==> src/design/ils_pkg.sv <==
// Shared types and codes of the indexed list store.
`timescale 1ns / 1ps
`default_nettype none

package ils_pkg;

  localparam int unsigned OP_W   = 3;
  localparam int unsigned POS_W  = 6;
  localparam int unsigned WORD_W = 32;
  localparam int unsigned FIDX_W = 6;
  localparam int unsigned FILL_W = 7;
  localparam int unsigned STAT_W = 3;

  typedef enum logic [OP_W-1:0] {
    OP_READ   = 3'd0,
    OP_INSERT = 3'd1,
    OP_DELETE = 3'd2,
    OP_PUSH   = 3'd3,
    OP_POP    = 3'd4,
    OP_FIND   = 3'd5,
    OP_REMOVE = 3'd6
  } op_e;

  typedef enum logic [STAT_W-1:0] {
    ST_OK       = 3'd0,
    ST_RANGE    = 3'd1,
    ST_EMPTY    = 3'd2,
    ST_FULL     = 3'd3,
    ST_NOTFOUND = 3'd4
  } status_e;

  typedef struct packed {
    logic [OP_W-1:0]   req_type;
    logic [POS_W-1:0]  position;
    logic [WORD_W-1:0] word;
  } req_t;

  typedef struct packed {
    logic [WORD_W-1:0] read_word;
    logic [FIDX_W-1:0] found_index;
    logic [FILL_W-1:0] fill_count;
    logic              empty_res;
    status_e           status;
  } res_t;

endpackage

`default_nettype wire

==> src/design/ils_engine.sv <==
// List memory, fill count and the sequencer that walks it one entry at a time.
`timescale 1ns / 1ps
`default_nettype none

module ils_engine import ils_pkg::*; #(
  parameter int unsigned DEPTH      = 64,
  parameter int unsigned DATA_WIDTH = 32
) (
  input  wire logic clk_i,
  input  wire logic rst_ni,
  input  wire logic start_i,
  input  wire req_t req_i,
  input  wire logic take_i,
  output logic      idle_o,
  output logic      done_o,
  output res_t      res_o
);

  localparam int unsigned AW   = $clog2(DEPTH);
  localparam int unsigned CW   = $clog2(DEPTH + 1);
  localparam int unsigned CMPW = (CW > POS_W) ? CW : POS_W;

  typedef enum logic [9:0] {
    S_IDLE     = 10'b0000000001,
    S_RD_ISSUE = 10'b0000000010,
    S_RD_WAIT  = 10'b0000000100,
    S_UP_RD    = 10'b0000001000,
    S_UP_WR    = 10'b0000010000,
    S_DN_RD    = 10'b0000100000,
    S_DN_WR    = 10'b0001000000,
    S_SC_RD    = 10'b0010000000,
    S_SC_CMP   = 10'b0100000000,
    S_DONE     = 10'b1000000000
  } state_e;

  state_e                  state_q, state_d;
  logic [CW-1:0]           count_q, count_d;
  logic [CW-1:0]           idx_q, idx_d;
  logic [CW-1:0]           tgt_q, tgt_d;
  logic [DATA_WIDTH-1:0]   val_q, val_d;
  logic                    rem_q, rem_d;
  logic [WORD_W-1:0]       rd_q, rd_d;
  logic [FIDX_W-1:0]       fidx_q, fidx_d;
  status_e                 status_q, status_d;

  logic [DATA_WIDTH-1:0]   mem [DEPTH];
  logic [DATA_WIDTH-1:0]   rd_data_q;
  logic                    mem_we;
  logic [AW-1:0]           mem_waddr;
  logic [AW-1:0]           mem_raddr;
  logic [DATA_WIDTH-1:0]   mem_wdata;

  logic                    step_down;
  logic [CW-1:0]           idx_step;
  logic [CMPW-1:0]         pos_x;
  logic [CMPW-1:0]         cnt_x;
  logic                    list_empty;
  logic                    list_full;

  // One incrementer serves every walk: it counts down while opening a gap and up otherwise.
  assign step_down = (state_q == S_UP_RD) || (state_q == S_UP_WR);
  assign idx_step  = idx_q + (step_down ? {CW{1'b1}} : CW'(1));

  assign pos_x      = CMPW'(req_i.position);
  assign cnt_x      = CMPW'(count_q);
  assign list_empty = (count_q == '0);
  assign list_full  = (count_q == CW'(DEPTH));

  always_comb begin
    state_d   = state_q;
    count_d   = count_q;
    idx_d     = idx_q;
    tgt_d     = tgt_q;
    val_d     = val_q;
    rem_d     = rem_q;
    rd_d      = rd_q;
    fidx_d    = fidx_q;
    status_d  = status_q;
    mem_we    = 1'b0;
    mem_waddr = idx_q[AW-1:0];
    mem_raddr = idx_q[AW-1:0];
    mem_wdata = rd_data_q;

    unique case (state_q)
      S_IDLE: begin
        if (start_i) begin
          rd_d     = '0;
          fidx_d   = '0;
          status_d = ST_OK;
          val_d    = DATA_WIDTH'(req_i.word);
          rem_d    = (req_i.req_type == OP_REMOVE);
          state_d  = S_DONE;
          unique case (req_i.req_type) inside
            OP_READ, OP_DELETE: begin
              if (list_empty) begin
                status_d = ST_EMPTY;
              end else if (pos_x >= cnt_x) begin
                status_d = ST_RANGE;
              end else begin
                idx_d   = CW'(req_i.position);
                state_d = (req_i.req_type == OP_READ) ? S_RD_ISSUE : S_DN_RD;
              end
            end
            OP_INSERT, OP_PUSH: begin
              if (list_full) begin
                status_d = ST_FULL;
              end else if ((req_i.req_type == OP_INSERT) && (pos_x > cnt_x)) begin
                status_d = ST_RANGE;
              end else begin
                idx_d   = count_q;
                tgt_d   = (req_i.req_type == OP_PUSH) ? count_q : CW'(req_i.position);
                state_d = S_UP_RD;
              end
            end
            OP_POP: begin
              if (list_empty) begin
                status_d = ST_EMPTY;
              end else begin
                count_d = count_q - CW'(1);
                idx_d   = count_q - CW'(1);
                state_d = S_RD_ISSUE;
              end
            end
            OP_FIND, OP_REMOVE: begin
              if (list_empty) begin
                status_d = ST_NOTFOUND;
              end else begin
                idx_d   = '0;
                state_d = S_SC_RD;
              end
            end
            default: begin
              // The unused code only reports the current fill count.
            end
          endcase
        end
      end
      S_RD_ISSUE: begin
        state_d = S_RD_WAIT;
      end
      S_RD_WAIT: begin
        rd_d    = WORD_W'(rd_data_q);
        state_d = S_DONE;
      end
      S_UP_RD: begin
        if (idx_q == tgt_q) begin
          // The gap has reached the target slot, so the new word goes in.
          mem_we    = 1'b1;
          mem_waddr = tgt_q[AW-1:0];
          mem_wdata = val_q;
          count_d   = count_q + CW'(1);
          state_d   = S_DONE;
        end else begin
          mem_raddr = idx_step[AW-1:0];
          state_d   = S_UP_WR;
        end
      end
      S_UP_WR: begin
        mem_we  = 1'b1;
        idx_d   = idx_step;
        state_d = S_UP_RD;
      end
      S_DN_RD: begin
        if (idx_step == count_q) begin
          count_d = count_q - CW'(1);
          state_d = S_DONE;
        end else begin
          mem_raddr = idx_step[AW-1:0];
          state_d   = S_DN_WR;
        end
      end
      S_DN_WR: begin
        mem_we  = 1'b1;
        idx_d   = idx_step;
        state_d = S_DN_RD;
      end
      S_SC_RD: begin
        state_d = S_SC_CMP;
      end
      S_SC_CMP: begin
        if (rd_data_q == val_q) begin
          fidx_d  = FIDX_W'(idx_q);
          state_d = rem_q ? S_DN_RD : S_DONE;
        end else if (idx_step == count_q) begin
          status_d = ST_NOTFOUND;
          state_d  = S_DONE;
        end else begin
          idx_d   = idx_step;
          state_d = S_SC_RD;
        end
      end
      S_DONE: begin
        if (take_i) begin
          state_d = S_IDLE;
        end
      end
      default: begin
        state_d = S_IDLE;
      end
    endcase
  end

  always_ff @(posedge clk_i or negedge rst_ni) begin
    if (!rst_ni) begin
      state_q <= S_IDLE;
      count_q <= '0;
    end else begin
      state_q <= state_d;
      count_q <= count_d;
    end
  end

  always_ff @(posedge clk_i) begin
    idx_q    <= idx_d;
    tgt_q    <= tgt_d;
    val_q    <= val_d;
    rem_q    <= rem_d;
    rd_q     <= rd_d;
    fidx_q   <= fidx_d;
    status_q <= status_d;
  end

  always_ff @(posedge clk_i) begin
    if (mem_we) begin
      mem[mem_waddr] <= mem_wdata;
    end
    rd_data_q <= mem[mem_raddr];
  end

  assign idle_o            = (state_q == S_IDLE);
  assign done_o            = (state_q == S_DONE);
  assign res_o.read_word   = rd_q;
  assign res_o.found_index = fidx_q;
  assign res_o.fill_count  = FILL_W'(count_q);
  assign res_o.empty_res   = (count_q == '0);
  assign res_o.status      = status_q;

  a_count_max: assert property (@(posedge clk_i) disable iff (!rst_ni)
    count_q <= CW'(DEPTH))
    else $error("fill count exceeds the list depth");

  a_idle_count: assert property (@(posedge clk_i) disable iff (!rst_ni)
    (state_q == S_IDLE && !start_i) |=> $stable(count_q))
    else $error("fill count changed with no request in progress");

  a_scan_bound: assert property (@(posedge clk_i) disable iff (!rst_ni)
    (state_q == S_SC_RD) |-> (idx_q < count_q))
    else $error("search walked past the last stored entry");

  a_done_hold: assert property (@(posedge clk_i) disable iff (!rst_ni)
    (state_q == S_DONE && !take_i) |=> (state_q == S_DONE) && $stable(res_o))
    else $error("finished result changed before it was taken");

endmodule

`default_nettype wire

==> src/design/indexed_list_store_top.sv <==
// Top level of the indexed list store: request channel, result register, list engine.
//
// Requests arrive on in_valid_i / in_ready_o with an in_req_i payload; each one
// gives exactly one result on out_valid_o / out_ready_i with an out_res_o payload.
// The engine walks the list memory one entry at a time through a single
// incrementer and one memory read port, so the time per request follows the
// distance walked: a read or pop does one memory read, an insert or push moves
// each entry at or above the position one slot up, a delete moves each entry
// above it one slot down, a find compares entries from index 0 up to a match
// or the fill count, and a remove finds its value and then deletes it. Each
// moved entry takes a read state and a write state; a failed request or the
// unused code goes straight to its result. The result turns valid in the same
// cycle as the engine turns idle; in_ready_o is high only while the engine is idle.
// Reset empties the list at once; no clearing pass is needed because only
// entries below the fill count are ever read.
// A finished result sits in the output register while the next request is
// accepted and worked on; if the receiver still stalls when that next result
// is ready, the engine holds it and takes no new request until the register
// drains.
`timescale 1ns / 1ps
`default_nettype none

module indexed_list_store_top import ils_pkg::*; #(
  parameter int unsigned DEPTH      = 64,
  parameter int unsigned DATA_WIDTH = 32
) (
  input  wire logic clk_i,
  input  wire logic rst_ni,
  input  wire logic in_valid_i,
  output logic      in_ready_o,
  input  wire req_t in_req_i,
  output logic      out_valid_o,
  input  wire logic out_ready_i,
  output res_t      out_res_o
);

  logic eng_idle;
  logic eng_done;
  logic eng_take;
  logic eng_start;
  res_t eng_res;

  logic out_valid_q, out_valid_d;
  res_t out_res_q;

  assign in_ready_o = eng_idle;
  assign eng_start  = in_valid_i && eng_idle;

  // A result moves to the output register once that register is free or draining.
  assign eng_take = eng_done && (!out_valid_q || out_ready_i);

  ils_engine #(
    .DEPTH      (DEPTH),
    .DATA_WIDTH (DATA_WIDTH)
  ) u_engine (
    .clk_i   (clk_i),
    .rst_ni  (rst_ni),
    .start_i (eng_start),
    .req_i   (in_req_i),
    .take_i  (eng_take),
    .idle_o  (eng_idle),
    .done_o  (eng_done),
    .res_o   (eng_res)
  );

  always_comb begin
    out_valid_d = out_valid_q;
    if (eng_take) begin
      out_valid_d = 1'b1;
    end else if (out_ready_i) begin
      out_valid_d = 1'b0;
    end
  end

  always_ff @(posedge clk_i or negedge rst_ni) begin
    if (!rst_ni) begin
      out_valid_q <= 1'b0;
    end else begin
      out_valid_q <= out_valid_d;
    end
  end

  always_ff @(posedge clk_i) begin
    if (eng_take) begin
      out_res_q <= eng_res;
    end
  end

  assign out_valid_o = out_valid_q;
  assign out_res_o   = out_res_q;

endmodule

`default_nettype wire
==> config.mk <==
export PLATFORM = sky130hd
export DESIGN_NAME = indexed_list_store_top
export DESIGN_NICKNAME = d
export VERILOG_FILES = /design/src/design/ils_pkg.sv /design/src/design/ils_engine.sv /design/src/design/indexed_list_store_top.sv
export SDC_FILE = /design/constraint.sdc
export NUM_CORES = 2
export LEC_CHECK = 0
export BUFFER_PORTS_ARGS = -buffer_cell sky130_fd_sc_hd__buf_2
export CORE_MARGIN = 1.5
export CORE_UTILIZATION = 30
export DETAILED_ROUTE_END_ITERATION = 7
export GPL_TIMING_DRIVEN = 0
export SYNTH_ARGS = -nofsm -noshare
export SYNTH_HDL_FRONTEND = slang
export SYNTH_SLANG_ARGS = --single-unit
==> constraint.sdc <==
create_clock -name clk_i -period 6.4 [get_ports clk_i]
set_clock_uncertainty 0.2 [all_clocks]
set_input_delay 0.64 -clock clk_i [delete_from_list [all_inputs] [get_ports clk_i]]
set_output_delay 0.64 -clock clk_i [all_outputs]
set_load 0.02 [all_outputs]
==> impl_metrics.tcl <==
set metrics [dict create \
    r2r-start "u_engine.state_q[9]" \
    rows 197 \
    status "complete, but fails checks" \
    ios 96 \
    post-route-min-period_ps 6480 \
    syn_nets 6620 \
    holdPathStages 6 \
    whs_ps 152 \
    arrival_ps 7020 \
    maxSlewViolCount 0 \
    cp_max_fo 10 \
    worst_setup_path_end_kind "register" \
    setup.worst_path.start_class "register" \
    finalCritPeriodShare_pct 101 \
    yosys_warnings 0 \
    die-area_um2 294000 \
    nets 7089 \
    dpl_worst_slack_ps -1180 \
    grt_pass1_wl_mm 411 \
    antenna_found_initial 21 \
    vias_per_cell 5.25 \
    cts.sinks 2235 \
    place_inst 10600 \
    routabilityCongestion 0.985 \
    powerDensity_nw_per_um2 456 \
    dr_total_vias 58300 \
    tightest_slew_ps 1490 \
    async_flop_share_pct 0.805 \
    clock_latency_ps 880 \
    wirelength_mm 297 \
    max_freq_ghz 0.154 \
    utilization_pct 35.6 \
    start_util_pct 30.2 \
    reg2reg_depth 16 \
    hold_viol_final 0 \
    drv_cap 0 \
    syn_area_um2 87300 \
    crit_type "register to register" \
    grt_pass1_vias 54600 \
    die_w_um 542 \
    setup_viol 4 \
    worstHoldStart "in_req_i[40]" \
    rrSetupSlack_ps -80 \
    synth.yosys.seq_area_share_pct 76.4 \
    cts.clk_slew.worst_paths_ps 70 \
    cp-startpoint "u_engine.state_q[9]" \
    multi_input_area_um2 19300 \
    hold_end "u_engine.state_q[3]" \
    ir_drop_v 0.000385 \
    ys_types 64 \
    slew_headroom_pct 0.984 \
    die_h_um 542 \
    grt.total_usage_pct 19.6 \
    clockBufferDepth 3 \
    violations "setup timing" \
    worst_slack_ps -77.3 \
    hold_class "input port to register" \
    grt-ovfl-total 0 \
    synth_edf_count 2185 \
    drc 0 \
    fin_cells 11100 \
    grt_start_max_net_pins 65 \
    drt-pass1-iter-count 8 \
    fp.coreArea_um2 289000 \
    drtAntennaViolNets 0 \
    place_area_um2 95000 \
    drive_gt1_share_pct 13.3 \
    regArea_um2 66700 \
    first_iter_violations 8794 \
    nFillCells 27600 \
    avgSynthCellArea_um2 13.3 \
    area_growth_pct 17.8 \
    r2r_end "u_engine.rd_data_q[12]" \
    cts_buffers 215 \
    h-tree-depth 4 \
    leakage_nw 34.2 \
    stdcell_area_um2 103000 \
    routedWlPerCell_um 26.7 \
    synthCells 6559 \
    clockRootBuffer "clkbuf_16" \
    io_buffers 94 \
    synth-seq-cells 2235 \
    dpl.hpwl_mm 199 \
    synthFlopType "edfxtp_1" \
    crit_required_ps 6940 \
    cts_tree "built" \
]
-- logic make-up (layout without fill, tap and decap cells) --
kind of cell / after synthesis / in the layout / synth area share (%)
buffers and inverters: 419 / 1067 / 2.17
flip-flops: 2235 / 2235 / 76.4
XOR/XNOR: 64 / 64 / 0.675
multiplexers: 66 / 66 / 0.851
AO/OA/AOI/OAI: 345 / 345 / 2.57
adder cells (fa/ha/maj): 16 / 16 / 0.238
other: 0 / 11 / 0
AND/OR/NAND/NOR: 3414 / 3414 / 17.1
-- power by group --
part / total [mW] / leakage [nW] / internal (mW) / switching, mW
logic: 15.1 / 10.5 / 3.12 / 12.0
clock network: 12.8 / 3.42 / 7.19 / 5.60
registers: 19.0 / 20.3 / 18.6 / 0.322
total: 46.9 / 34.2 / 28.9 / 17.9
-- placed cells by master (no fill, tap or decap), drive strengths merged, types with 49 or more instances in the layout --
| master | instances |
|---|---|
| buf | 431 |
| clkinv | 105 |
| a31oi | 261 |
| xnor2 | 49 |
| mux2 | 66 |
| nand2 | 2093 |
| nor2 | 96 |
| edfxtp | 2185 |
| clkbuf | 427 |
| nand4 | 332 |
| nand3 | 792 |
-- metal layers --
metal	part of all wire (%)	global-route usage, %	vias up
li1	-	-	25000
met1	38	25.5	29000
met2	45	30.5	3732
met3	12	5.40	605
met4	5.1	8.79	6
met5	0.012	0	-
-- sequential cells by signal, summed over array words and instances (netlist names), 10 cells and up --
register,count
u_engine.mem,2048
out_res_o,49
u_engine.rd_data_q,32
u_engine.rd_q,32
u_engine.val_q,32
u_engine.state_q,10
-- stage by stage --
stage | TNS [ps] | power (mW)
finish | -110 | 46.9
CTS | 0 | 46.3
global placement | -592980 | 33.2
floorplan | 0 | 26.1
detailed placement | -28530 | 33.6
global route | -40.3 | 47.9
-- cell usage after synthesis (4+ instances only) --
cell	number	area [µm²]
xor2_1	13	114
o21ai_0	29	145
buf_1	30	113
xnor2_1	49	429
buf_4	7	52.6
and2_1	37	231
nor4_1	5	31.3
buf_6	6	67.6
inv_1	22	82.6
a31oi_4	4	85.1
a31oi_1	257	1610
edfxtp_1	2185	65600
nand4_1	332	2080
nor2b_1	8	50.1
nand2b_1	6	37.5
nor3_1	17	85.1
a21o_1	5	37.5
clkbuf_1	152	571
ha_1	15	188
dfxtp_1	32	641
buf_2	199	996
nand2_1	2093	7860
nand4b_1	4	35.0
nor2_1	96	360
nor3b_1	5	37.5
dfrtp_1	17	425
a21oi_1	20	100
nand3_1	792	3960
mux2_2	66	743
and3_1	6	37.5
-- worst max-delay path: stages (launching register included) --
cell      delay, ps
dfrtp_1         440
nor4_4          380
and4b_2         420
inv_1            80
fa_1            450
xnor2_2         410
xnor2_1         180
nor4_4          330
a41oi_4         280
buf_4           240
o21ai_4         360
buf_2           480
clkbuf_4        460
nand3_1         120
nand4_1         370
nand4_1         540
mux2_2          550
-- repair_timing --
action,4_1_cts,5_1_grt
setup endpoints to repair,32,31
gates resized for setup,78,75
pin swaps,2,3
setup buffers,8,7
hold buffers,43,0
endpoints found under the hold margin,60,0
-- layout make-up --
cell class / count / share of cell area (%)
clock buffers: 260 / 5.47
repair buffers: 252 / 2.80
flip-flops and latches: 2235 / 64.8
plain buffers: 395 / 1.95
multi-input cells: 3905 / 18.8
diodes: 11 / 0.0268
inverters: 24 / 0.0875
well taps: 3880 / 4.72
clock inverters: 136 / 1.33
-- how the worst max path moves through the flow --
stage / endpoint / slack (ps)
CTS: u_engine.rd_data_q[17] / 20
detailed placement: u_engine.rd_data_q[9] / -1180
global route: u_engine.rd_data_q[11] / -20
floorplan: u_engine.mem[32][0] / 530
global placement: u_engine.mem[32][12] / -3880
finish: u_engine.rd_data_q[12] / -80
(Power assumes the default switching activity.)
